**src/sv/adp_pkg.sv**
```systemverilog
// Shared types, codes and layer constants for the atmosphere profile block.
// Used by every module of the block; depends on nothing.
package adp_pkg;

    localparam int ALT_W   = 23;
    localparam int WAVE_W  = 11;
    localparam int DEN_W   = 31;
    localparam int THK_W   = 31;
    localparam int REF_W   = 37;
    localparam int DIST_W  = 40;
    localparam int SEA_W   = 40;
    localparam int QUEUE_DEPTH = 4;
    localparam int QPTR_W  = $clog2(QUEUE_DEPTH);
    localparam int ITERS   = 12;

    localparam logic [DIST_W-1:0] BASE_MID  = 40'd184869318;
    localparam logic [DIST_W-1:0] BASE_HIGH = 40'd539587311;

    localparam logic [30:0] Q30_ONE  = 31'h4000_0000;
    localparam logic [31:0] LN2_Q32  = 32'hB172_17F8;
    localparam logic [30:0] MAX31    = 31'h7FFF_FFFF;

    localparam logic [WAVE_W-1:0] WAVE_MIN   = 11'd200;
    localparam logic [WAVE_W-1:0] WAVE_RESET = 11'd400;
    localparam logic [63:0] SEA_C0 = 64'd76742182075;
    localparam logic [63:0] SEA_C1 = 64'd345876451382054;
    localparam logic [63:0] SEA_C2 = 64'd10006435422063820800;
    localparam logic [29:0] QSCALE_MID  = 30'd318975825;
    localparam logic [29:0] QSCALE_HIGH = 30'd11150260;

    typedef enum logic [1:0] {
        LAYER_LOW,
        LAYER_MID,
        LAYER_HIGH
    } layer_t;

    typedef enum logic [2:0] {
        SEA_IDLE,
        SEA_SQUARE,
        SEA_DIV_C1,
        SEA_DIV_C2,
        SEA_DIV_C3,
        SEA_SCALE
    } sea_state_t;

    typedef struct packed {
        layer_t              layer;
        logic [DIST_W-1:0]   span;
    } qitem_t;

    typedef struct packed {
        logic [SEA_W-1:0] sq0;
        logic [SEA_W-1:0] sq1;
        logic [SEA_W-1:0] sq2;
    } refr_scale_t;

    typedef struct packed {
        layer_t     layer;
        logic       dead;
        logic [5:0] sh;
    } side_t;

    function automatic logic [21:0] layer_rate(input layer_t l);
        case (l)
            LAYER_LOW:  layer_rate = 22'd2666200;
            LAYER_MID:  layer_rate = 22'd3839275;
            LAYER_HIGH: layer_rate = 22'd3267722;
            default:    layer_rate = 22'd0;
        endcase
    endfunction

    function automatic logic [30:0] layer_rho(input layer_t l);
        case (l)
            LAYER_LOW:  layer_rho = 31'd1346901744;
            LAYER_MID:  layer_rho = 31'd400123276;
            LAYER_HIGH: layer_rho = 31'd13986887;
            default:    layer_rho = 31'd0;
        endcase
    endfunction

    function automatic logic [19:0] layer_g(input layer_t l);
        case (l)
            LAYER_LOW:  layer_g = 20'd907824;
            LAYER_MID:  layer_g = 20'd630442;
            LAYER_HIGH: layer_g = 20'd740712;
            default:    layer_g = 20'd0;
        endcase
    endfunction

    function automatic logic signed [32:0] layer_h(input layer_t l);
        case (l)
            LAYER_LOW:  layer_h = -33'sd104374562;
            LAYER_MID:  layer_h = 33'sd1470884;
            LAYER_HIGH: layer_h = 33'sd0;
            default:    layer_h = 33'sd0;
        endcase
    endfunction

    // floor(2^32 / n)
    function automatic logic [31:0] recip32(input logic [3:0] n);
        case (n)
            4'd2:    recip32 = 32'd2147483648;
            4'd3:    recip32 = 32'd1431655765;
            4'd4:    recip32 = 32'd1073741824;
            4'd5:    recip32 = 32'd858993459;
            4'd6:    recip32 = 32'd715827882;
            4'd7:    recip32 = 32'd613566756;
            4'd8:    recip32 = 32'd536870912;
            4'd9:    recip32 = 32'd477218588;
            4'd10:   recip32 = 32'd429496729;
            4'd11:   recip32 = 32'd390451572;
            4'd12:   recip32 = 32'd357913941;
            default: recip32 = 32'hFFFF_FFFF;
        endcase
    endfunction

endpackage

```
**src/sv/adp_front.sv**
```systemverilog
// Input side: takes altitude transactions, picks the layer and the distance
// above the layer base. Depends on adp_pkg.
module adp_front
    import adp_pkg::*;
#(
    parameter int ALT_FRAC_BITS = 16
)
(
    input  logic             in_valid,
    output logic             in_ready,
    input  logic [ALT_W-1:0] altitude_q16,
    input  logic             busy,
    input  logic             full,
    output logic             push,
    output qitem_t           item
);

    localparam int SHIFT = 24 - ALT_FRAC_BITS;

    logic [DIST_W-1:0] alt_q24;

    always_comb
    begin
        alt_q24 = DIST_W'(altitude_q16) << SHIFT;
        if (alt_q24 < BASE_MID)
        begin
            item.layer = LAYER_LOW;
            item.span  = alt_q24;
        end
        else if (alt_q24 < BASE_HIGH)
        begin
            item.layer = LAYER_MID;
            item.span  = alt_q24 - BASE_MID;
        end
        else
        begin
            item.layer = LAYER_HIGH;
            item.span  = alt_q24 - BASE_HIGH;
        end
    end

    assign in_ready = !full && !busy;
    assign push     = in_valid && in_ready;

endmodule

```
**config.mk**
```make
export PLATFORM = sky130hd
export DESIGN_NAME = adp_front
export DESIGN_NICKNAME = d
export VERILOG_FILES = /design/src/sv/adp_pkg.sv /design/src/sv/adp_front.sv
export SDC_FILE = /design/constraint.sdc
export NUM_CORES = 1
export LEC_CHECK = 0
export BUFFER_PORTS_ARGS = -buffer_cell sky130_fd_sc_hd__buf_2
export CAP_MARGIN = 25
export CORE_MARGIN = 5
export CORE_UTILIZATION = 43
export DETAILED_ROUTE_END_ITERATION = 8
export PLACE_DENSITY = 0.91
export SLEW_MARGIN = 20
export SYNTH_ARGS = -nofsm -noshare
export SYNTH_HDL_FRONTEND = slang
export SYNTH_SLANG_ARGS = --single-unit
```
**constraint.sdc**
```tcl
create_clock -name vclk -period 2.3
set_input_delay 0.115 -clock vclk [all_inputs]
set_output_delay 0.115 -clock vclk [all_outputs]
set_load 0.05 [all_outputs]
```
==> impl_results.md, run 1 <==
* Synth area leader: buf_4
* Cell area after synthesis at between 1000 and 1500 sq um
* DP Wirelength at around 4.2 mm
* Top cells by area, synth: buf_4 (9.0%), xnor2_1 (7.0%), xor2_1 (6.3%)
* Die Span X at around 64 um
* Post-synth top cells: buf_4 (15), a21oi_1 (12), clkbuf_1 (12), nor2_1 (12)
* Initial Util at 0.449
* Post-synthesis sequential area ratio at 0
* Unique cell type count in the Yosys netlist at 53
* Fail Step: global routing
* Placer Congestion at about 0.95
* Mapped Avg Cell Area at around 6.6 sq um
* Share of the synthesized area in the top cell type at 0.0901
* Worst endpoint type: output port
* Die Ht at between 60 and 70 um
* Ys Warns at 0
* Io pins at 70
* Buffers on Ports at between 60 and 70
* Worst setup endpoint GRT: item[31]
* Synthesized instance count at approximately 190
* Largest net degree at the start of global routing at 11
* Site Rows at 19
* Err: [ERROR DPL-0038] Utilization greater than 100%, impossible to legalize
* Status: did not finish
* Most common cell in the netlist: buf_4
[metrics by stage]
step	cells	hold WS, ns	setup WS (ns)	instance area (sq um)
after floorplan	190	0.345	-0.344	1750
after global placement	319	0.534	-0.193	2320
after detailed placement	319	0.539	-0.290	2320
after CTS	327	0.540	-0.00572	2570
[repair_timing]
| item | CTS |
|---|---|
| setup endpoints to repair | 30 |
| hold buffers | 0 |
| cloned | 1 |
| buffers inserted | 7 |
| pin swaps | 16 |
| resized for setup | 56 |
[cells by family after synthesis]
| group | synth area share |
|---|---|
| AOI/OAI and AO/OA | 0.358 |
| adders and majority gates | 0.0300 |
| xor gates and xnor gates | 0.133 |
| and+or+nand+nor | 0.278 |
| buffers and inverters | 0.181 |
| muxes | 0.0160 |
| other | 0.00300 |
==> inputs of run 2 (changes only) <==
- CORE_UTILIZATION: 43 -> 28
- PLACE_DENSITY: 0.91 -> default
- PLACE_DENSITY_LB_ADDON: default -> 0.15
- clock period: 2.3 -> 3 ns (I/O delays scaled with it)
==> run 2 against run 1 <==
The run now ends clean. Area after synthesis stayed put. Synthesized cell count stayed put.
==> impl_results.md, run 2 <==
* Status: complete, no violations
* Critical path required time at ~2.9 ns
* Final Cycle Share at 0.906
* Pwr dens at about 280 nW/um^2
* Slew headroom at 0.659
* Most frequent cells in the layout: buf_2 (67), a21oi_1 (12), nor2_1 (12)
* Ys Warns at 0
* Final global-route overflow total at 0
* First-pass GRT wire length at between 6 and 7 mm
* DRT iter0 DRCs at 89
* Post-synthesis sequential area ratio at 0
* Initial Util at 0.287
* Leading cell type in the layout, fill and taps excluded: buf_2
* Post-synth top cells: buf_4 (15), a21oi_1 (12), clkbuf_1 (12), nor2_1 (12)
* Worst-Margin Slew at 0.506 ns
* Top cells by area, synth: buf_4 (9.0%), xnor2_1 (7.0%), xor2_1 (6.3%)
* Post-route ant nets at 0
* Floorplan Core Area at ~4400 sq um
* Type of the most critical hold path: primary input to output pin
* Unique cell type count in the Yosys netlist at 53
* Placer Congestion at 0.843
* Number of sequential cells at 0
* Diode count at 0
* Area Growth Syn to Fin at 26.1%
* Worst setup EP type: output pin
* Routed wire per std cell at 14.2 um
* Crit Path Category: primary input to output pin
* Worst setup path start: altitude_q16[2]
* Utilization after layout at 0.362
* RSZ-0062 raised after global routing: false
* Synthesized instance count at around 190
* Drt pass-1 iters at 4
* Global Route Usage Sum at 0.131
* Largest net degree at the start of global routing at 16
* CP endpoint: item[38]
* Final hold vios at 0
* Max Clk Rate at around 370 MHz
* Min Tclk post-route at between 2 and 3 ns
* Vias per Instance at between 5 and 6
* Peak supply drop at roughly 120 uV
* Register area at 0 sq um
* Synth area leader: buf_4
* Final setup fails at 0
* Vias in the first global route at 1405
* Die Span X at 76.8 um
* Leakage at approximately 0.72 nW
* Mapped Avg Cell Area at 6.65 sq um
* Die Ht at between 70 and 80 um
* Routed wire length at ~4.1 mm
* # clk buffers at 0
* Via count at 1470
* Overall Power at between 0.4 and 0.5 mW
* Cts hold-fix bufs at 0
* CP arrival at approximately 2.6 ns
* Site Rows at 24
* Share of the synthesized area in the top cell type at 0.0901
* Max-slew violation count at 0
* Non-filler cells, final at between 200 and 300
* Placed instance count at between 200 and 300
* Worst Path Max Fanout at 9
* Final #Nets at 267
* DP Wirelength at 3.31 mm
* Cell area after synthesis at around 1200 sq um
* Maximum Capacitance Violations at 0
* Drt drc at 0
* Io pins at 70
* # Post-CTS Setup Buffers at 0
* Initial antenna violation count at 0
* Layout cells sized above 1 at 0.407
* Buffers on Ports at between 60 and 70
* Startpoint types: primary input
* Cts repair resizes at 0
* Multi-input logic area at ~1100 sq um
* Most common cell in the netlist: buf_4
* Full die area at slightly below 6000 sq um
* Fillers at between 500 and 600
[run 2: critical path: stages]
cell and delay, ns:
buf_2 0.14, inv_1 0.09, ha_1 0.20, a211o_1 0.35, a2111oi_0 0.43, nor2_1 0.19, o31a_1 0.34, o31ai_4 0.34
buf_2 0.33
[run 2: final cells by class]
| cell class | count | share of cell area |
|---|---|---|
| well taps | 52 | 0.0413 |
| inverters | 7 | 0.0167 |
| repair buffers | 78 | 0.265 |
| multi-input cells | 151 | 0.677 |
[run 2: kinds of logic after synthesis]
group,synth area share
other cells,0.00300
compound gates,0.358
simple gates,0.278
buf+inv,0.181
mux,0.0160
xor+xnor,0.133
fa+ha+maj,0.0300
[run 2: through the flow]
step / cell area, sq um / worst slack (ns) / hold slack [ns] / setup TNS [ns]
after floorplan: 1280 / -0.0167 / 0.476 / -0.138
after CTS: 1570 / 0.177 / 0.607 / 0
after global routing: 1580 / 0.0787 / 0.634 / 0
after global placement: 1570 / 0.291 / 0.605 / 0
final: 1580 / 0.283 / 0.608 / 0
after detailed placement: 1570 / 0.180 / 0.606 / 0
[run 2: where the power goes]
part / total (mW) / switching, mW / internal, mW
sequential: 0 / 0 / 0
combinational: 0.448 / 0.329 / 0.119
clock: 0 / 0 / 0
total: 0.448 / 0.329 / 0.119
[run 2: worst min-delay path by stage]
| stage | start | endpoint | slack [ns] | depth (start not counted) |
|---|---|---|---|---|
| 5_1_grt | full | in_ready | 0.63 | 3 |
| 2_1_floorplan | full | in_ready | 0.48 | 1 |
| 6_report | full | in_ready | 0.61 | 3 |
| 3_3_place_gp | full | in_ready | 0.61 | 3 |
| 4_1_cts | full | in_ready | 0.61 | 3 |
| 3_5_place_dp | full | in_ready | 0.61 | 3 |
[run 2: per-layer routing]
layer | vias up | routed length, um | track usage
met5 | - | 0 | 0
met4 | 0 | 0 | 0
met3 | 0 | 237 | 0.0105
met2 | 43 | 1850 | 0.218
met1 | 653 | 2010 | 0.192
li1 | 774 | - | -
No activity file was read; power rests on OpenSTA's default activity.
