`src/sv/adp_pkg.sv`:
```
// Shared types, codes and layer constants for the atmosphere profile block.
// Used by every module of the block; depends on nothing.
package adp_pkg;

    localparam int ALT_W   = 23;
    localparam int WAVE_W  = 11;
    localparam int DEN_W   = 31;
    localparam int THK_W   = 31;
    localparam int REF_W   = 37;
    localparam int DIST_W  = 40;
    localparam int SEA_W   = 40;
    localparam int QUEUE_DEPTH = 4;
    localparam int QPTR_W  = $clog2(QUEUE_DEPTH);
    localparam int ITERS   = 12;

    localparam logic [DIST_W-1:0] BASE_MID  = 40'd184869318;
    localparam logic [DIST_W-1:0] BASE_HIGH = 40'd539587311;

    localparam logic [30:0] Q30_ONE  = 31'h4000_0000;
    localparam logic [31:0] LN2_Q32  = 32'hB172_17F8;
    localparam logic [30:0] MAX31    = 31'h7FFF_FFFF;

    localparam logic [WAVE_W-1:0] WAVE_MIN   = 11'd200;
    localparam logic [WAVE_W-1:0] WAVE_RESET = 11'd400;
    localparam logic [63:0] SEA_C0 = 64'd76742182075;
    localparam logic [63:0] SEA_C1 = 64'd345876451382054;
    localparam logic [63:0] SEA_C2 = 64'd10006435422063820800;
    localparam logic [29:0] QSCALE_MID  = 30'd318975825;
    localparam logic [29:0] QSCALE_HIGH = 30'd11150260;

    typedef enum logic [1:0] {
        LAYER_LOW,
        LAYER_MID,
        LAYER_HIGH
    } layer_t;

    typedef enum logic [2:0] {
        SEA_IDLE,
        SEA_SQUARE,
        SEA_DIV_C1,
        SEA_DIV_C2,
        SEA_DIV_C3,
        SEA_SCALE
    } sea_state_t;

    typedef struct packed {
        layer_t              layer;
        logic [DIST_W-1:0]   span;
    } qitem_t;

    typedef struct packed {
        logic [SEA_W-1:0] sq0;
        logic [SEA_W-1:0] sq1;
        logic [SEA_W-1:0] sq2;
    } refr_scale_t;

    typedef struct packed {
        layer_t     layer;
        logic       dead;
        logic [5:0] sh;
    } side_t;

    function automatic logic [21:0] layer_rate(input layer_t l);
        case (l)
            LAYER_LOW:  layer_rate = 22'd2666200;
            LAYER_MID:  layer_rate = 22'd3839275;
            LAYER_HIGH: layer_rate = 22'd3267722;
            default:    layer_rate = 22'd0;
        endcase
    endfunction

    function automatic logic [30:0] layer_rho(input layer_t l);
        case (l)
            LAYER_LOW:  layer_rho = 31'd1346901744;
            LAYER_MID:  layer_rho = 31'd400123276;
            LAYER_HIGH: layer_rho = 31'd13986887;
            default:    layer_rho = 31'd0;
        endcase
    endfunction

    function automatic logic [19:0] layer_g(input layer_t l);
        case (l)
            LAYER_LOW:  layer_g = 20'd907824;
            LAYER_MID:  layer_g = 20'd630442;
            LAYER_HIGH: layer_g = 20'd740712;
            default:    layer_g = 20'd0;
        endcase
    endfunction

    function automatic logic signed [32:0] layer_h(input layer_t l);
        case (l)
            LAYER_LOW:  layer_h = -33'sd104374562;
            LAYER_MID:  layer_h = 33'sd1470884;
            LAYER_HIGH: layer_h = 33'sd0;
            default:    layer_h = 33'sd0;
        endcase
    endfunction

    // floor(2^32 / n)
    function automatic logic [31:0] recip32(input logic [3:0] n);
        case (n)
            4'd2:    recip32 = 32'd2147483648;
            4'd3:    recip32 = 32'd1431655765;
            4'd4:    recip32 = 32'd1073741824;
            4'd5:    recip32 = 32'd858993459;
            4'd6:    recip32 = 32'd715827882;
            4'd7:    recip32 = 32'd613566756;
            4'd8:    recip32 = 32'd536870912;
            4'd9:    recip32 = 32'd477218588;
            4'd10:   recip32 = 32'd429496729;
            4'd11:   recip32 = 32'd390451572;
            4'd12:   recip32 = 32'd357913941;
            default: recip32 = 32'hFFFF_FFFF;
        endcase
    endfunction

endpackage

```
`src/sv/adp_queue.sv`:
```
// Short queue between the classifying front and the compute pipeline.
// Depends on adp_pkg.
module adp_queue
    import adp_pkg::*;
(
    input  logic   clk,
    input  logic   rst_n,
    input  logic   push,
    input  qitem_t push_item,
    input  logic   pop,
    output qitem_t head,
    output logic   empty,
    output logic   full
);

    qitem_t              mem [QUEUE_DEPTH];
    logic [QPTR_W-1:0]   wptr_reg, wptr_next;
    logic [QPTR_W-1:0]   rptr_reg, rptr_next;
    logic [QPTR_W:0]     count_reg, count_next;

    always_comb
    begin
        wptr_next  = push ? wptr_reg + 1'b1 : wptr_reg;
        rptr_next  = pop ? rptr_reg + 1'b1 : rptr_reg;
        count_next = count_reg + (QPTR_W+1)'(push) - (QPTR_W+1)'(pop);
    end

    always_ff @(posedge clk or negedge rst_n)
    begin
        if (!rst_n)
        begin
            wptr_reg  <= '0;
            rptr_reg  <= '0;
            count_reg <= '0;
        end
        else
        begin
            wptr_reg  <= wptr_next;
            rptr_reg  <= rptr_next;
            count_reg <= count_next;
        end
    end

    always_ff @(posedge clk)
    begin
        if (push)
        begin
            mem[wptr_reg] <= push_item;
        end
    end

    assign head  = mem[rptr_reg];
    assign empty = (count_reg == '0);
    assign full  = (count_reg == (QPTR_W+1)'(QUEUE_DEPTH));

endmodule

```
`config.mk`:
```
export PLATFORM = sky130hd
export DESIGN_NAME = adp_queue
export DESIGN_NICKNAME = d
export VERILOG_FILES = /design/src/sv/adp_pkg.sv /design/src/sv/adp_queue.sv
export SDC_FILE = /design/constraint.sdc
export NUM_CORES = 1
export LEC_CHECK = 0
export ABC_AREA = 1
export BUFFER_PORTS_ARGS = -buffer_cell sky130_fd_sc_hd__buf_2
export CAP_MARGIN = 5
export CORE_UTILIZATION = 52
export CTS_CLUSTER_DIAMETER = 100
export DETAILED_ROUTE_END_ITERATION = 7
export PLACE_DENSITY = 0.75
export SLEW_MARGIN = 10
export SYNTH_ARGS = -nofsm -noshare
export SYNTH_HDL_FRONTEND = slang
export SYNTH_SLANG_ARGS = --single-unit
```
`constraint.sdc`:
```
create_clock -name clk -period 1.7 [get_ports clk]
set_input_delay 0.425 -clock clk [delete_from_list [all_inputs] [get_ports clk]]
set_output_delay 0.425 -clock clk [all_outputs]
set_load 0.03 [all_outputs]
```
# Word level (Yosys, flattened, before mapping)
# Memories as Yosys holds them, arrays and structs flattened.
# Index checks and enable logic that the tools add are counted.
[op_classes] n_addsub=4 n_eq_ne=1 muxes=2 reduce_logical=1
[ops] operator="$add 2x1->2 const B" count=2
[ops] operator="$add 3x1->3" count=1
[ops] operator="$eq 3x3->1 const B" count=1
[ops] operator="$logic_not 3->1" count=1
[ops] operator="$sub 3x1->3" count=1
[ops] operator="$mux 1" count=2
[totals] register_bits=7 mem_bits_rw=168 inputBits=46 out_inout_bits=44 memories=1
[memory_table] memory="mem" depth=4 word_bits=42 read_ports=1 rd_clocked_by_memory_dff=0 wr=1 line_no="adp_queue.sv:16" text="qitem_t mem [QUEUE_DEPTH];"

# Longest topological paths before layout
[logic_depth] word_depth=2 ltp_mapped=8 mapped_depth_nobuf=8

# Worst setup path after synthesis
# OpenSTA, ideal clock, no wires.
[synth_path] path_type="input to register" startpoint="input port push" endpoint="memory mem[1][0] (netlist name) (enable)" setup_ns=0.397 arrival_ns=1.534 t_required_ns=1.303 path_slack_ns=-0.231 path_stages=3 path_buffers=1 path_cell_list="clkbuf_1 -> nand2_1 -> inv_1"
[synth_between] elab_chain_len=2
[synth_rtl] element="start, declared" line_no="adp_queue.sv:8" text="input logic push,"
[synth_rtl] element="$mux 1" line_no="adp_queue.sv:46" text="if (push)"
[synth_rtl] element="$mux 1 (implied by the code)" line_no="adp_queue.sv:48" text="mem[wptr_reg] <= push_item;"
[synth_rtl] element="end, declared" line_no="adp_queue.sv:16"
# No other way between the ends.

==> impl_metrics.tcl <==
set metrics [dict create \
    status "complete, but fails checks" \
    violations "setup timing" \
    io_buffers 89 \
    antenna_found_initial 1 \
    ir_drop_uv 1022 \
    ioPinCount 90 \
    yosysMostFrequentCell "nand2_1" \
    cp_common_cell "nand2_1" \
    yosys.area_share.adder 0.01270 \
    fp.dieW_um 122.0 \
    track_usage 0.2102 \
    clk_path_buf_depth 2 \
    grt_pass1_vias 4743 \
    synth_top_family_by_area "simple AND/OR/NAND/NOR gates" \
    die_area_um2 14880 \
    arrival_ps 1670 \
    critPathRequiredTime_ps 1270 \
    fin_ws_ps -392.1 \
    synthTopCellsByCount "221 x nand2_1, 168 x edfxtp_1, 150 x inv_1" \
    synthArstFlopShare 0.04000 \
    p_per_area_nw_per_um2 1934 \
    die_h_um 122.0 \
    postSynthAreaPerCell_um2 10.62 \
    syn-cell-area_um2 7487 \
    max_stage_delay_ps 450 \
    cp_slowest_cell "dfrtp_2" \
    yosys.area.top_type_share 0.6738 \
    synth_edf_count 168 \
    tightest_slew_ps 355.7 \
    largest_reg_flops 168 \
    slew_viol_final 0 \
    rsz0062_at_grt "yes" \
    yosys-mux-area-fraction 0 \
    clock.fmax_mhz 478.0 \
    fp.coreArea_um2 13990 \
    cts-root-buf "clkbuf_16" \
    hold_viol_final 0 \
    syn_to_final_growth_pct 28.46 \
    synth_cell_types 15 \
    final_core_util 0.6876 \
    fp-row-count 43 \
    layout.cell_area.non_filler_um2 9618 \
    syn-instance-count 705 \
    overflow 0 \
    crit_chain "buf_4, buf_12, nand2_1, nand3_2, nand2_1, buf_6" \
    dr.pass1.iters 5 \
    synthXorXnorAreaFrac 0.003509 \
    synth_seq_cells 175 \
    maxSlewHeadroom 0.7628 \
    start_util 0.5352 \
    place_congestion 0.7144 \
    viasPerCell 4.927 \
    synth_top_area_cell "edfxtp_1" \
    path_class "flip-flop to output pin" \
    placedInstanceArea_um2 8275 \
    ys_top_cells_by_area "edfxtp_1 67%, nand2_1 11%, inv_1 7.5%, nand3_1 5.7%, dfrtp_1 2.3%" \
    post-route-period-util 1.231 \
    worstHoldPathType "primary input to flip-flop" \
    crit_fanout 18 \
    clk_latency_ps 420 \
    tritoncts "built" \
    via_count 4961 \
    layout-drive-gt1-share 0.3220 \
    place_hpwl_mm 8.217 \
    cts.sinks 175 \
    cts_max_level 4 \
    endpoint_kind "output pin" \
    cpLargestDelayFamily "buffers and inverters" \
    synth-simple-area-share 0.1690 \
    wl_mm 15.51 \
    grt_max_degree 51 \
    drc 0 \
    fin_crit_ps 2092 \
    p_leak_uw 0.004370 \
    clkTransAtPathRegs_ps 70 \
    final.setup.tns_ps -13000 \
    clock_skew_ps 7.449 \
    grt_pass1_wl_mm 23.16 \
    synth_ff_type "edfxtp_1" \
    final_nets 866 \
    crit_buf_inv 3 \
    numCtsBuffers 17 \
    fillers 942 \
    synth_nets 758 \
    synth-compound-area-share 0.0006684 \
    drtIter0Drc 321 \
    setup_viol 42 \
    ys_warn_count 0 \
    fin_hold_ws_ps 217.9 \
    avgRoutedWirePerCell_um 15.40 \
    ys_seq_area_frac 0.6972 \
    start_kind "flip-flop" \
    antenna_left 0 \
    cap_violations 0 \
]
## area by class of cell
| type | count | area (µm²) | share of cell area |
|---|---|---|---|
| flip-flops and latches | 175 | 5223 | 0.5430 |
| repair buffers | 118 | 1225 | 0.1274 |
| diodes | 1 | 2.502 | 0.0002602 |
| clock buffers | 18 | 429.2 | 0.04462 |
| multi-input cells | 319 | 1689 | 0.1756 |
| inverters | 182 | 705.7 | 0.07337 |
| clock inverters | 14 | 118.9 | 0.01236 |
| well taps | 180 | 225.2 | 0.02342 |
## through the flow
| stage | setup slack, ps | instances | total power (µW) |
|---|---|---|---|
| 6_report | -392.1 | 1007 | 18600 |
| 5_1_grt | -447.5 | 1007 | 19490 |
| 4_1_cts | -339.7 | 1002 | 17800 |
| 3_5_place_dp | 19.26 | 962 | 12740 |
| 3_3_place_gp | 41.10 | 962 | 12610 |
| 2_1_floorplan | -2.649 | 705 | 10670 |
## path summary, 6_finish.rpt
check,start,to,slack [ps],cells after the start
setup / recovery,rptr_reg[0],head[12],-390,6
hold / removal,push_item[17],mem[2][17],220,1
setup reg to reg,count_reg[0],count_reg[2],130,8
hold reg to reg,wptr_reg[0],wptr_reg[0],540,1
max in group asynchronous,rst_n,rptr_reg[1],1130,2
min in group asynchronous,rst_n,count_reg[0],380,2
## power breakdown
group	leakage, µW	internal [µW]	switching, µW
Sequential	0.00162	5650	265
Clock	0.000249	2000	1560
Combinational	0.00250	3590	5530
## timing repair
item | 4_1_cts | 5_1_grt
pin swaps | 4 | 25
hold buffers | 1 | 0
gates cloned | 3 | 5
gates resized for setup | 92 | 80
hold endpoints to repair | 7 | 0
setup endpoints to repair | 43 | 43
setup buffers | 4 | 0
## cells in the final DEF (no fill, tap or decap)
cell and n:
dfrtp_2 2, nand2_2 48, clkbuf_1 1, nand2_1 170
buf_12 14, buf_4 11, bufinv_16 1, fa_1 1
clkinv_1 2, buf_6 39, dlygate4sd3_1 1, inv_2 30
inv_6 1, dfrtp_1 5, o21ai_0 1, buf_16 3
clkbuf_16 21, inv_1 146, nor3_2 2, clkinvlp_4 10
ha_1 6, diode_2 1, xor2_1 3, buf_2 46
inv_4 1, nand3_2 29, edfxtp_1 168, nand2_4 3
clkinv_4 3, clkinv_2 2, nand3_1 56
## layer usage
| metal | part of all wire | vias up | global-route usage | wire (µm) |
|---|---|---|---|---|
| li1 | - | 2410 | - | - |
| met1 | 0.40 | 2365 | 0.2601 | 6200 |
| met2 | 0.53 | 170 | 0.3672 | 8184 |
| met3 | 0.058 | 16 | 0.03277 | 892 |
| met4 | 0.015 | 0 | 0.08565 | 234 |
| met5 | 0 | - | 0 | 0 |
## cell families after synthesis
group,after synthesis
fa+ha+maj,7
buf+inv,211
simple gates,308
xor+xnor,3
flops,175
compound gates,1
(Power assumes the default switching activity.)
