<file path="config.mk">
export PLATFORM = sky130hd
export DESIGN_NAME = adp_sea
export DESIGN_NICKNAME = d
export VERILOG_FILES = /design/src/sv/adp_pkg.sv /design/src/sv/adp_sea.sv
export SDC_FILE = /design/constraint.sdc
export NUM_CORES = 1
export LEC_CHECK = 0
export BUFFER_PORTS_ARGS = -buffer_cell sky130_fd_sc_hd__clkbuf_2
export CAP_MARGIN = 25
export CORE_UTILIZATION = 56
export DETAILED_ROUTE_END_ITERATION = 7
export GPL_TIMING_DRIVEN = 0
export PLACE_DENSITY = 0.77
export SLEW_MARGIN = 20
export SYNTH_ARGS = -nofsm -noshare
export SYNTH_HDL_FRONTEND = slang
export SYNTH_SLANG_ARGS = --single-unit
</file>
<file path="constraint.sdc">
create_clock -name clk -period 12.4 [get_ports clk]
set_input_delay 1.24 -clock clk [delete_from_list [all_inputs] [get_ports clk]]
set_output_delay 1.24 -clock clk [all_outputs]
set_load 0.01 [all_outputs]
</file>
<file path="src/sv/adp_pkg.sv">
// Shared types, codes and layer constants for the atmosphere profile block.
// Used by every module of the block; depends on nothing.
package adp_pkg;

    localparam int ALT_W   = 23;
    localparam int WAVE_W  = 11;
    localparam int DEN_W   = 31;
    localparam int THK_W   = 31;
    localparam int REF_W   = 37;
    localparam int DIST_W  = 40;
    localparam int SEA_W   = 40;
    localparam int QUEUE_DEPTH = 4;
    localparam int QPTR_W  = $clog2(QUEUE_DEPTH);
    localparam int ITERS   = 12;

    localparam logic [DIST_W-1:0] BASE_MID  = 40'd184869318;
    localparam logic [DIST_W-1:0] BASE_HIGH = 40'd539587311;

    localparam logic [30:0] Q30_ONE  = 31'h4000_0000;
    localparam logic [31:0] LN2_Q32  = 32'hB172_17F8;
    localparam logic [30:0] MAX31    = 31'h7FFF_FFFF;

    localparam logic [WAVE_W-1:0] WAVE_MIN   = 11'd200;
    localparam logic [WAVE_W-1:0] WAVE_RESET = 11'd400;
    localparam logic [63:0] SEA_C0 = 64'd76742182075;
    localparam logic [63:0] SEA_C1 = 64'd345876451382054;
    localparam logic [63:0] SEA_C2 = 64'd10006435422063820800;
    localparam logic [29:0] QSCALE_MID  = 30'd318975825;
    localparam logic [29:0] QSCALE_HIGH = 30'd11150260;

    typedef enum logic [1:0] {
        LAYER_LOW,
        LAYER_MID,
        LAYER_HIGH
    } layer_t;

    typedef enum logic [2:0] {
        SEA_IDLE,
        SEA_SQUARE,
        SEA_DIV_C1,
        SEA_DIV_C2,
        SEA_DIV_C3,
        SEA_SCALE
    } sea_state_t;

    typedef struct packed {
        layer_t              layer;
        logic [DIST_W-1:0]   span;
    } qitem_t;

    typedef struct packed {
        logic [SEA_W-1:0] sq0;
        logic [SEA_W-1:0] sq1;
        logic [SEA_W-1:0] sq2;
    } refr_scale_t;

    typedef struct packed {
        layer_t     layer;
        logic       dead;
        logic [5:0] sh;
    } side_t;

    function automatic logic [21:0] layer_rate(input layer_t l);
        case (l)
            LAYER_LOW:  layer_rate = 22'd2666200;
            LAYER_MID:  layer_rate = 22'd3839275;
            LAYER_HIGH: layer_rate = 22'd3267722;
            default:    layer_rate = 22'd0;
        endcase
    endfunction

    function automatic logic [30:0] layer_rho(input layer_t l);
        case (l)
            LAYER_LOW:  layer_rho = 31'd1346901744;
            LAYER_MID:  layer_rho = 31'd400123276;
            LAYER_HIGH: layer_rho = 31'd13986887;
            default:    layer_rho = 31'd0;
        endcase
    endfunction

    function automatic logic [19:0] layer_g(input layer_t l);
        case (l)
            LAYER_LOW:  layer_g = 20'd907824;
            LAYER_MID:  layer_g = 20'd630442;
            LAYER_HIGH: layer_g = 20'd740712;
            default:    layer_g = 20'd0;
        endcase
    endfunction

    function automatic logic signed [32:0] layer_h(input layer_t l);
        case (l)
            LAYER_LOW:  layer_h = -33'sd104374562;
            LAYER_MID:  layer_h = 33'sd1470884;
            LAYER_HIGH: layer_h = 33'sd0;
            default:    layer_h = 33'sd0;
        endcase
    endfunction

    // floor(2^32 / n)
    function automatic logic [31:0] recip32(input logic [3:0] n);
        case (n)
            4'd2:    recip32 = 32'd2147483648;
            4'd3:    recip32 = 32'd1431655765;
            4'd4:    recip32 = 32'd1073741824;
            4'd5:    recip32 = 32'd858993459;
            4'd6:    recip32 = 32'd715827882;
            4'd7:    recip32 = 32'd613566756;
            4'd8:    recip32 = 32'd536870912;
            4'd9:    recip32 = 32'd477218588;
            4'd10:   recip32 = 32'd429496729;
            4'd11:   recip32 = 32'd390451572;
            4'd12:   recip32 = 32'd357913941;
            default: recip32 = 32'hFFFF_FFFF;
        endcase
    endfunction

endpackage

</file>
<file path="src/sv/adp_sea.sv">
// Sea-level refractivity unit: wavelength register, serial divider and
// serial per-layer scaling, rerun after reset and each write. Depends on adp_pkg.
module adp_sea
    import adp_pkg::*;
(
    input  logic              clk,
    input  logic              rst_n,
    input  logic              cfg_we,
    input  logic [WAVE_W-1:0] cfg_data,
    output logic              busy,
    output refr_scale_t       scale
);

    sea_state_t        state_reg, state_next;
    logic [WAVE_W-1:0] wave_reg;
    logic [21:0]       l2_reg;
    logic [63:0]       dq_reg;
    logic [21:0]       rem_reg;
    logic [63:0]       acc_reg;
    logic [SEA_W-1:0]  sea_reg;
    logic [69:0]       m1_reg;
    logic [69:0]       m2_reg;
    logic [5:0]        cnt_reg;

    logic [WAVE_W-1:0] wave_eff;
    logic [21:0]       wave_sq;
    logic [22:0]       rem_sh;
    logic [22:0]       rem_sub;
    logic              ge;
    logic [21:0]       rem_step;
    logic [63:0]       dq_step;
    logic              cnt_zero;

    always_comb
    begin
        wave_eff = (wave_reg < WAVE_MIN) ? WAVE_MIN : wave_reg;
        wave_sq  = 22'(wave_eff) * 22'(wave_eff);
        rem_sh   = {rem_reg, dq_reg[63]};
        rem_sub  = rem_sh - {1'b0, l2_reg};
        ge       = (rem_sh >= {1'b0, l2_reg});
        rem_step = ge ? rem_sub[21:0] : rem_sh[21:0];
        dq_step  = {dq_reg[62:0], ge};
        cnt_zero = (cnt_reg == '0);
    end

    always_comb
    begin
        case (state_reg)
            SEA_IDLE:   state_next = SEA_IDLE;
            SEA_SQUARE: state_next = SEA_DIV_C1;
            SEA_DIV_C1: state_next = cnt_zero ? SEA_DIV_C2 : SEA_DIV_C1;
            SEA_DIV_C2: state_next = cnt_zero ? SEA_DIV_C3 : SEA_DIV_C2;
            SEA_DIV_C3: state_next = cnt_zero ? SEA_SCALE : SEA_DIV_C3;
            SEA_SCALE:  state_next = cnt_zero ? SEA_IDLE : SEA_SCALE;
            default:    state_next = SEA_IDLE;
        endcase
        if (cfg_we)
        begin
            state_next = SEA_SQUARE;
        end
    end

    always_comb
    begin
        busy      = (state_reg != SEA_IDLE);
        scale.sq0 = sea_reg;
        scale.sq1 = m1_reg[69:30];
        scale.sq2 = m2_reg[69:30];
    end

    always_ff @(posedge clk or negedge rst_n)
    begin
        if (!rst_n)
        begin
            state_reg <= SEA_SQUARE;
            wave_reg  <= WAVE_RESET;
        end
        else
        begin
            state_reg <= state_next;
            if (cfg_we)
            begin
                wave_reg <= cfg_data;
            end
        end
    end

    always_ff @(posedge clk)
    begin
        case (state_reg)
            SEA_SQUARE:
            begin
                l2_reg  <= wave_sq;
                dq_reg  <= SEA_C1;
                rem_reg <= '0;
                cnt_reg <= 6'd63;
            end
            SEA_DIV_C1:
            begin
                dq_reg  <= dq_step;
                rem_reg <= rem_step;
                cnt_reg <= cnt_reg - 1'b1;
                if (cnt_zero)
                begin
                    acc_reg <= SEA_C0 + dq_step;
                    dq_reg  <= SEA_C2;
                    rem_reg <= '0;
                    cnt_reg <= 6'd63;
                end
            end
            SEA_DIV_C2:
            begin
                dq_reg  <= dq_step;
                rem_reg <= rem_step;
                cnt_reg <= cnt_reg - 1'b1;
                if (cnt_zero)
                begin
                    rem_reg <= '0;
                    cnt_reg <= 6'd63;
                end
            end
            SEA_DIV_C3:
            begin
                dq_reg  <= dq_step;
                rem_reg <= rem_step;
                cnt_reg <= cnt_reg - 1'b1;
                if (cnt_zero)
                begin
                    sea_reg <= acc_reg[SEA_W-1:0] + dq_step[SEA_W-1:0];
                    m1_reg  <= '0;
                    m2_reg  <= '0;
                    cnt_reg <= 6'd29;
                end
            end
            SEA_SCALE:
            begin
                m1_reg  <= {m1_reg[68:0], 1'b0}
                           + (QSCALE_MID[cnt_reg[4:0]] ? 70'(sea_reg) : 70'd0);
                m2_reg  <= {m2_reg[68:0], 1'b0}
                           + (QSCALE_HIGH[cnt_reg[4:0]] ? 70'(sea_reg) : 70'd0);
                cnt_reg <= cnt_reg - 1'b1;
            end
            default:
            begin
                cnt_reg <= cnt_reg;
            end
        endcase
    end

endmodule

</file>
### Yosys cells after proc, flatten, opt, wreduce, memory -nomap -nowiden

Memory sizes are Yosys's and may differ from the RTL's. A register that Yosys moved wholly into a read port is not among the register bits.
Index checks and enable logic that the tools add are counted.

* bits in registers: 348
* memory bits (read-only): 64
* bits of input ports: 14
* output and inout port bits: 121
* logic and storage cells: 63
* memories: 2

* $add $sub $neg: 6
* multiply operators: 1
* magnitude comparators: 3
* equal/unequal tests: 6
* mux-type cells: 24
* reductions and logical operators: 11

Memory list
* (name not given): depth 32, width 1, read ports 1, clocked after Yosys merged registers in 1, write ports 0, line adp_sea.sv:140 `+ (QSCALE_HIGH[cnt_reg[4:0]] ? 70'(sea_reg) : 70'd0);`
* (name not given): depth 32, width 1, read ports 1, clocked after Yosys merged registers in 1, write ports 0, line adp_sea.sv:138 `+ (QSCALE_MID[cnt_reg[4:0]] ? 70'(sea_reg) : 70'd0);`

Operators by type and width (count)
* $pmux W70 S2: 2
* $pmux W64 S3: 1
* $add A70 B40 Y70: 2
* $mux W40: 2
* $mux W70: 1
* $pmux W22 S3: 1
* $mux W64: 1
* $mux W22: 2
* $add A37 B40 Y40 const A: 1
* $add A40 B40 Y40: 1
* $pmux W6 S4: 1
* $ge A23 B22 Y1: 1
* $mul A11 B11 Y22: 1
* $sub A22 B22 Y22: 1
* $pmux W3 S5: 1
* $mux W6: 2
* $lt A11 B8 Y1 const B: 1
* $mux W11: 1
* $mux W5: 2
* $mux W3: 3
* $reduce_bool A3 Y1: 3
* $eq A3 B2 Y1 const B: 2
* $eq A3 B3 Y1 const B: 2
* $logic_not A6 Y1: 1
* other kinds (9): 15

### Depth between registers and ports, before layout

Gate-level depths: netlist of the first run.

* depth after elaboration: 5
* mapped depth: 26
* gate-level depth less buffers: 26

### Worst setup path before layout of the first run

No wires, ideal clock.

* path kind: register to register
* start: register cnt_reg[0]
* end: register m1_reg[0], enable pin
* library setup time: 0.641 ns
* arrival time: 7.419 ns
* data required time: 11.759 ns
* slack: 4.340 ns
* stages on the path, launching flop included: 7
* buffers on the path: 0
* clock period less this slack: 8.060 ns
* cell sequence: edfxtp_1 inv_1 ha_1 or3b_2 nor3_1 nor2_1 nor2_1

* word-level cells in the longest chain between the ends: 3

RTL lines
* start, declared: line adp_sea.sv:23 `logic [5:0] cnt_reg;`
* start signal, assigned: line adp_sea.sv:102 `cnt_reg <= cnt_reg - 1'b1;`
* start signal, assigned: line adp_sea.sv:115 `cnt_reg <= cnt_reg - 1'b1;`
* start signal, assigned: line adp_sea.sv:126 `cnt_reg <= cnt_reg - 1'b1;`
* $logic_not A6 Y1: line adp_sea.sv:43 `cnt_zero = (cnt_reg == '0);`
* $ne A2 B2 Y1 (no source line)
* $reduce_and A2 Y1 (no source line)
* end signal, assigned: line adp_sea.sv:137 `m1_reg <= {m1_reg[68:0], 1'b0}`
* end, declared: line adp_sea.sv:21 `logic [69:0] m1_reg;`

No other way between the ends.
A chain may end at the register's enable or synchronous reset.

### Worst setup path in the final report of the first run

* start: register wave_reg[4]
* end: register l2_reg[19], data pin

* word-level cells in the longest chain between the ends: 3

RTL lines
* start, declared: line adp_sea.sv:15 `logic [WAVE_W-1:0] wave_reg;`
* start signal, assigned: line adp_sea.sv:83 `wave_reg <= cfg_data;`
* $lt A11 B8 Y1: line adp_sea.sv:36 `wave_eff = (wave_reg < WAVE_MIN) ? WAVE_MIN : wave_reg;`
* $mux W11 *: line adp_sea.sv:36
* $mul A11 B11 Y22 *: line adp_sea.sv:37 `wave_sq = 22'(wave_eff) * 22'(wave_eff);`
* net wave_sq[19]: line adp_sea.sv:26 `logic [21:0] wave_sq;`
* end signal, assigned: line adp_sea.sv:93 `l2_reg <= wave_sq;`
* end, declared: line adp_sea.sv:16 `logic [21:0] l2_reg;`

The timed path passes the listed nets; every way through them passes the cells marked *.

==> impl_metrics.prom, run 1 <==
# TYPE chip_impl_metric gauge
chip_impl_metric{name="initial_antenna_violation_count",unit=""} 1
chip_impl_info{name="r2r_end",value="l2_reg[19]"} 1
chip_impl_metric{name="postCtsResizedCells",unit=""} 0
chip_impl_metric{name="critical_path_cell_count",unit=""} 23
chip_impl_metric{name="routed-via-count",unit=""} 20500
chip_impl_metric{name="register_area_share_after_synthesis",unit=""} 0.395
chip_impl_metric{name="yosys_warnings",unit=""} 0
chip_impl_metric{name="dieWidth",unit="um"} 219
chip_impl_metric{name="worst_r2r_path_depth",unit=""} 23
chip_impl_metric{name="crit_buf_inv",unit=""} 6
chip_impl_metric{name="post-route-min-period",unit="ns"} 7.13
chip_impl_info{name="timing.critical_path.from_type",value="flop"} 1
chip_impl_metric{name="fin_util",unit=""} 0.633
chip_impl_metric{name="grt_first_pass_wirelength",unit="um"} 100000
chip_impl_metric{name="yosysUniqueCellTypes",unit=""} 83
chip_impl_metric{name="synth_enable_flop_cells",unit=""} 333
chip_impl_metric{name="met2RoutedLength",unit="um"} 29700
chip_impl_metric{name="coreArea",unit="um^2"} 46500
chip_impl_info{name="min_path_type",value="reg -> reg"} 1
chip_impl_info{name="synthDominantAreaCellType",value="edfxtp_1"} 1
chip_impl_metric{name="clkTransAtPathRegs",unit="ns"} 0.06
chip_impl_info{name="synth.area.top_cells",value="edfxtp_1, ha_1, fa_1"} 1
chip_impl_metric{name="synth.ff_latch_count",unit=""} 349
chip_impl_metric{name="post_cts.repair.setup_buffers",unit=""} 0
chip_impl_metric{name="detail_route.vias_per_cell",unit=""} 5.80
chip_impl_metric{name="chipHeight",unit="um"} 219
chip_impl_metric{name="grt.total_usage",unit=""} 0.261
chip_impl_metric{name="synth_cells",unit=""} 2707
chip_impl_info{name="crit_family",value="adder cells"} 1
chip_impl_metric{name="final_layout_size_suffix_gt1_frac",unit=""} 0.117
chip_impl_info{name="critical_path_cell_by_cell",value="o311ai_0 -> nand2_1 -> clkbuf_1 -> nand3_1 -> fa_1 -> inv_1 -> fa_1 -> inv_1 -> fa_1 -> inv_1 -> fa_1 -> inv_1 -> fa_1 -> inv_1 -> ha_1 -> or3_1 -> o31ai_1 -> o21ai_0 -> or4_1 -> nand2_1 -> o211a_1 -> nor2b_1 -> xnor2_1"} 1
chip_impl_metric{name="clock_sink_count",unit=""} 349
chip_impl_info{name="worst_setup_path_endpoint",value="l2_reg[19]"} 1
chip_impl_metric{name="synth_area_per_cell",unit="um^2"} 9.71
chip_impl_metric{name="globalRoute.totalOverflow",unit=""} 0
chip_impl_metric{name="peakVddDrop",unit="mV"} 0.184
chip_impl_metric{name="peak_per_stage_delay_on_the_critical_path",unit="ns"} 0.59
chip_impl_info{name="clockRootBuffer",value="clkbuf_16"} 1
chip_impl_metric{name="replace_congestion",unit=""} 0.939
chip_impl_metric{name="fin_skew",unit="ns"} 0.0161
chip_impl_info{name="timing.setup.critical_path_class",value="reg -> reg"} 1
chip_impl_metric{name="route.antenna.remaining_nets",unit=""} 0
chip_impl_metric{name="fp.dieArea",unit="um^2"} 47800
chip_impl_info{name="critical_path.reg2reg.startpoint",value="wave_reg[4]"} 1
chip_impl_info{name="setup.worst_path.end_class",value="flop"} 1
chip_impl_metric{name="period_share",unit=""} 0.575
chip_impl_metric{name="wl_per_cell",unit="um"} 17.5
chip_impl_info{name="rsz_0062_raised_after_global_routing",value="false"} 1
chip_impl_metric{name="syn-num-nets",unit=""} 2980
chip_impl_metric{name="cts_made_buffers",unit=""} 42
chip_impl_metric{name="ys_async_sr_fraction",unit=""} 0.0401
chip_impl_info{name="ys_dominant_reg_cell",value="edfxtp_1"} 1
chip_impl_metric{name="power-per-cell-area",unit="nW/um^2"} 163
chip_impl_metric{name="placementRows",unit=""} 79
chip_impl_metric{name="ctsLongestPathBuffers",unit=""} 3
chip_impl_metric{name="maxSlewViolCount",unit=""} 0
chip_impl_metric{name="clk_latency",unit="ns"} 0.58
chip_impl_metric{name="tns",unit="ns"} 0
chip_impl_metric{name="drcViolationCount",unit=""} 0
chip_impl_metric{name="synth_largest_type_area_fraction",unit=""} 0.380
chip_impl_metric{name="maximum_number_of_pins_on_one_net_before_global_route_repair",unit=""} 61
chip_impl_metric{name="total_half_perimeter_wirelength_after_legalization_and_detailed_placement",unit="um"} 47500
chip_impl_metric{name="initial_utilization",unit=""} 0.566
chip_impl_metric{name="finalHoldViolCount",unit=""} 0
chip_impl_metric{name="number_of_violations_of_the_max_capacitance_limit",unit=""} 0
chip_impl_metric{name="placement.io_buffers",unit=""} 133
chip_impl_metric{name="critPathArrivalTime",unit="ns"} 7.44
chip_impl_metric{name="dr.pass1.iters",unit=""} 5
chip_impl_metric{name="area_growth",unit="%"} 11.9
chip_impl_metric{name="worst-path-max-fanout",unit=""} 10
chip_impl_metric{name="met3RoutedLength",unit="um"} 3680
chip_impl_metric{name="met1_length",unit="um"} 26500
chip_impl_metric{name="slew_headroom",unit=""} 0.382
chip_impl_metric{name="worst_slew_pin_slew",unit="ns"} 0.926
chip_impl_info{name="cp_slowest_cell",value="dfstp_2"} 1
chip_impl_metric{name="reported_leakage_power",unit="uW"} 0.0125
chip_impl_metric{name="synth.cell_area",unit="um^2"} 26300
chip_impl_metric{name="routed_wl",unit="um"} 61800
chip_impl_metric{name="finalSetupViolCount",unit=""} 0
chip_impl_metric{name="crit_required",unit="ns"} 12.72
chip_impl_metric{name="maxClockFrequency",unit="MHz"} 140
chip_impl_metric{name="place_area",unit="um^2"} 28000
chip_impl_info{name="top_metal_layer_carrying_routed_signals",value="met4"} 1
chip_impl_info{name="tritoncts_clock_tree",value="built"} 1
chip_impl_metric{name="ios",unit=""} 135
chip_impl_metric{name="design_area",unit="um^2"} 29400
chip_impl_info{name="crit_path_launch",value="wave_reg[4]"} 1
chip_impl_metric{name="reg2reg_setup_slack",unit="ns"} 5.27
chip_impl_metric{name="hold_buffers",unit=""} 0
chip_impl_metric{name="nNetsFinal",unit=""} 3171
chip_impl_info{name="result_of_the_run",value="finished clean"} 1
chip_impl_metric{name="htree_levels",unit=""} 2
chip_impl_metric{name="drt_iter0_drc",unit=""} 1693
chip_impl_metric{name="first_global_vias",unit=""} 20200
## Yosys cell counts (5+ instances only)
library cell and instances:
a21o_1 87, mux2i_1 10, buf_2 8, nor4_1 6, inv_1 194, a211o_1 6
o21ai_0 114, nand3_1 62, mux2_2 9, o2111ai_1 5, a31oi_1 21, fa_1 66
o211ai_1 11, o311ai_0 5, nor3_1 36, xor2_1 86, ha_1 193, and2_1 154
o41ai_1 6, clkbuf_1 85, a21boi_0 8, o21bai_1 26, or4_1 16, nor3b_1 6
o21a_1 28, o31ai_1 26, o211a_1 5, a2111oi_0 5, nand2_1 202, nand4_1 37
nand2b_1 32, xnor2_1 121, a21oi_1 184, dfrtp_1 10, a311oi_1 7, buf_4 83
nor2_1 226, a211oi_1 18, edfxtp_1 333, nor2b_1 27, and3_1 46, or3_1 25
## layout by cell type, fill, tap and decap left out, types with 46 or more instances in the layout
master    count
xnor2_1     121
clkbuf_1     92
buf_4        85
o21ai_0     114
fa_1         66
clkbuf_2    133
nand3_1      62
and3_1       46
nand2_1     202
ha_1        193
edfxtp_1    333
inv_1       194
and2_1      154
a21oi_1     184
a21o_1       87
xor2_1       86
nor2_1      223
## power breakdown
group | internal (uW) | leakage (uW) | switching, uW
clock | 743 | 0.000671 | 503
sequential | 1490 | 0.00340 | 64.0
combinational | 857 | 0.00841 | 1150
total | 3090 | 0.0125 | 1720
## cell families (layout without fill, tap and decap cells)
logic type	count (synthesis)	after routing	synth area share
AND/OR/NAND/NOR	898	898	0.172
adder cells (fa/ha/maj)	259	259	0.142
multiplexers	19	19	0.00766
XOR/XNOR	207	207	0.0690
other	0	1	0
flip-flops	349	349	0.395
buffers and inverters	371	593	0.0654
AO/OA/AOI/OAI	604	604	0.149
## how the worst min path moves through the flow
| stage | from | slack [ns] | to | depth (start not counted) |
|---|---|---|---|---|
| after floorplan | wave_reg[2] | 0.49 | wave_reg[2] | 1 |
| after global placement | dq_reg[57] | 0.51 | dq_reg[58] | 1 |
| after detailed placement | dq_reg[47] | 0.51 | dq_reg[48] | 1 |
| after CTS | dq_reg[41] | 0.52 | dq_reg[42] | 1 |
| after global routing | dq_reg[42] | 0.53 | dq_reg[43] | 1 |
| final | dq_reg[41] | 0.52 | dq_reg[42] | 1 |
## area by class of cell
cell class	count	area, um^2
Fill cell	3754	17000
Multi-Input combinational cell	1987	14200
Sequential cell	349	10400
Clock buffer	50	1100
Buffer	177	990
Timing Repair Buffer	147	956
Tap cell	607	759
Inverter	194	728
Clock inverter	25	277
Antenna cell	1	2.50
## routing by layer
metal,up-vias,track usage
li1,9924,-
met1,9816,0.337
met2,646,0.441
met3,113,0.0398
met4,0,0.0951
met5,-,0
## through the flow
step	total power (uW)	setup slack, ns	hold slack (ns)	cells
finish	4810	5.27	0.521	3537
global route	5150	4.82	0.531	3537
CTS	4820	5.31	0.522	3534
detailed placement	3540	5.29	0.507	3459
global placement	3450	1.23	0.507	3447
floorplan	3140	4.34	0.493	2707
Note: power is estimated with default switching activity, not from simulation.
==> run 2: changes to the inputs <==
clock period = 7.2 ns   (was 12.4 ns; I/O delays follow)
==> impl_metrics.prom, run 2 (synthesized netlist as in run 1, its figures left out) <==
# TYPE chip_impl_metric gauge
chip_impl_info{name="setup.worst_path.end_class",value="flop"} 1
chip_impl_metric{name="wl_per_cell",unit="um"} 17.3
chip_impl_metric{name="placement.io_buffers",unit=""} 133
chip_impl_info{name="tritoncts_clock_tree",value="built"} 1
chip_impl_metric{name="internal-power",unit="uW"} 5220
chip_impl_metric{name="p_clk_frac",unit=""} 0.249
chip_impl_metric{name="final_layout_size_suffix_gt1_frac",unit=""} 0.116
chip_impl_metric{name="net-switching-power",unit="uW"} 2940
chip_impl_metric{name="maximum_number_of_pins_on_one_net_before_global_route_repair",unit=""} 61
chip_impl_info{name="most-common-layout-cells",value="edfxtp_1, nor2_1, nand2_1"} 1
chip_impl_metric{name="insertedDiodeCount",unit=""} 0
chip_impl_metric{name="coreArea",unit="um^2"} 46500
chip_impl_metric{name="p_seq_frac",unit=""} 0.328
chip_impl_info{name="timing.critical_path.from_type",value="flop"} 1
chip_impl_metric{name="total_half_perimeter_wirelength_after_legalization_and_detailed_placement",unit="um"} 46900
chip_impl_metric{name="routed_wl",unit="um"} 61200
chip_impl_metric{name="power.total",unit="uW"} 8150
chip_impl_info{name="layout_commonest_cell",value="edfxtp_1"} 1
chip_impl_metric{name="hold_buffers",unit=""} 0
chip_impl_metric{name="power-per-cell-area",unit="nW/um^2"} 278
chip_impl_metric{name="post_cts.repair.setup_buffers",unit=""} 0
chip_impl_metric{name="placementRows",unit=""} 79
chip_impl_info{name="r2r_end",value="l2_reg[19]"} 1
chip_impl_metric{name="worst_slew_pin_slew",unit="ns"} 1.02
chip_impl_metric{name="maxClockFrequency",unit="MHz"} 149
chip_impl_metric{name="cts_made_buffers",unit=""} 40
chip_impl_metric{name="replace_congestion",unit=""} 0.943
chip_impl_metric{name="post-route-min-period",unit="ns"} 6.73
chip_impl_metric{name="htree_levels",unit=""} 2
chip_impl_metric{name="worst-path-max-fanout",unit=""} 10
chip_impl_metric{name="first_global_vias",unit=""} 20100
chip_impl_metric{name="period_share",unit=""} 0.935
chip_impl_metric{name="reg2reg_setup_slack",unit="ns"} 0.47
chip_impl_metric{name="dr.pass1.iters",unit=""} 6
chip_impl_metric{name="finalHoldViolCount",unit=""} 0
chip_impl_metric{name="combinationalPowerShare",unit=""} 0.423
chip_impl_info{name="rsz_0062_raised_after_global_routing",value="false"} 1
chip_impl_metric{name="clock_sink_count",unit=""} 349
chip_impl_info{name="critical_path.reg2reg.startpoint",value="wave_reg[4]"} 1
chip_impl_info{name="min_path_type",value="in -> async"} 1
chip_impl_metric{name="route.antenna.remaining_nets",unit=""} 0
chip_impl_metric{name="slew_headroom",unit=""} 0.322
chip_impl_metric{name="routed-via-count",unit=""} 20500
chip_impl_metric{name="ctsLongestPathBuffers",unit=""} 3
chip_impl_metric{name="drt_iter0_drc",unit=""} 1493
chip_impl_metric{name="crit_required",unit="ns"} 7.51
chip_impl_metric{name="clk_latency",unit="ns"} 0.57
chip_impl_metric{name="reported_leakage_power",unit="uW"} 0.0124
chip_impl_metric{name="critPathArrivalTime",unit="ns"} 7.04
chip_impl_metric{name="maxSlewViolCount",unit=""} 0
chip_impl_metric{name="grt_first_pass_wirelength",unit="um"} 99100
chip_impl_info{name="timing.setup.critical_path_class",value="reg -> reg"} 1
chip_impl_metric{name="dieWidth",unit="um"} 219
chip_impl_metric{name="fin_skew",unit="ns"} 0.0187
chip_impl_metric{name="dp_slack",unit="ns"} 0.0969
chip_impl_metric{name="peakVddDrop",unit="mV"} 0.244
chip_impl_metric{name="worst_r2r_path_depth",unit=""} 23
chip_impl_metric{name="finalSetupViolCount",unit=""} 0
chip_impl_metric{name="area_growth",unit="%"} 11.4
chip_impl_metric{name="fp.dieArea",unit="um^2"} 47800
chip_impl_metric{name="post-route-worst-setup-slack",unit="ns"} 0.469
chip_impl_metric{name="drcViolationCount",unit=""} 0
chip_impl_metric{name="initial_antenna_violation_count",unit=""} 0
chip_impl_metric{name="nNetsFinal",unit=""} 3166
chip_impl_metric{name="power.switching_fraction",unit=""} 0.360
chip_impl_metric{name="chipHeight",unit="um"} 219
chip_impl_metric{name="detail_route.vias_per_cell",unit=""} 5.81
chip_impl_metric{name="initial_utilization",unit=""} 0.566
chip_impl_metric{name="ios",unit=""} 135
chip_impl_metric{name="grt.total_usage",unit=""} 0.257
chip_impl_metric{name="num-fill-cells",unit=""} 3731
chip_impl_metric{name="number_of_violations_of_the_max_capacitance_limit",unit=""} 0
chip_impl_metric{name="globalRoute.totalOverflow",unit=""} 0
chip_impl_info{name="clockRootBuffer",value="clkbuf_16"} 1
chip_impl_metric{name="clkTransAtPathRegs",unit="ns"} 0.06
chip_impl_info{name="result_of_the_run",value="finished clean"} 1
## run 2: timing repair
item                       in CTS  in global routing
setup endpoints to repair       0                  3
hold endpoints to repair        0                  0
gates resized for setup         0                  5
## run 2: worst max-delay path: stages (launching register included)
cell      delay (ns)
dfstp_2         0.61
o311ai_1        0.16
nand2_1         0.23
clkbuf_2        0.26
nand3_1         0.13
fa_1            0.56
inv_1           0.08
fa_1            0.52
inv_1           0.05
fa_1            0.47
inv_1           0.05
fa_1            0.53
inv_1           0.05
fa_1            0.52
inv_1           0.04
ha_1            0.21
or3_1           0.45
o31ai_2         0.32
o21ai_0         0.21
or4_1           0.47
nand2_1         0.10
o211a_1         0.17
nor2b_1         0.16
xnor2_1         0.10
## run 2: how the worst max path moves through the flow
stage,cells past startpoint,slack [ns],end,start
floorplan,23,0.83,l2_reg[19],wave_reg[4]
global placement,6,-0.52,m2_reg[39],cnt_reg[0]
detailed placement,23,0.1,l2_reg[19],wave_reg[4]
CTS,23,0.09,l2_reg[19],wave_reg[4]
global route,23,0.13,l2_reg[19],wave_reg[4]
finish,23,0.47,l2_reg[19],wave_reg[4]
## run 2: layout make-up
cell class	count	area, um^2	area share
multi-input cells	1987	14200	0.486
flip-flops and latches	349	10400	0.355
clock buffers	53	1090	0.0373
plain buffers	177	991	0.0339
repair buffers	144	906	0.0309
well taps	607	759	0.0259
inverters	194	728	0.0249
clock inverters	20	186	0.00637
## run 2: per-layer routing
| metal | up-vias | wire length (um) | GRT usage |
|---|---|---|---|
| met5 | - | 0 | 0 |
| met4 | 0 | 2140 | 0.0977 |
| met3 | 138 | 3580 | 0.0365 |
| li1 | 9912 | - | - |
| met2 | 645 | 29000 | 0.433 |
| met1 | 9808 | 26400 | 0.333 |
## run 2: stage by stage
stage	cells	hold WS [ns]	instance area, um^2	TNS (ns)	util
2_1_floorplan	2707	0.424	26300	0	-
3_3_place_gp	3447	0.506	27700	-71.21	0.596
3_5_place_dp	3458	0.505	28000	0	0.602
4_1_cts	3531	0.0835	29300	0	0.630
5_1_grt	3531	0.104	29300	0	0.630
6_report	3531	0.0922	29300	0	0.630
## run 2: power groups by stage
| stage | Clock [uW] | Combinational (uW) | Sequential [uW] |
|---|---|---|---|
| after detailed placement | 0 | 3380 | 2710 |
| after floorplan | 0 | 2740 | 2670 |
| after global placement | 0 | 3240 | 2710 |
| final | 2030 | 3440 | 2680 |
| after CTS | 2060 | 3430 | 2670 |
| after global routing | 2140 | 3910 | 2700 |
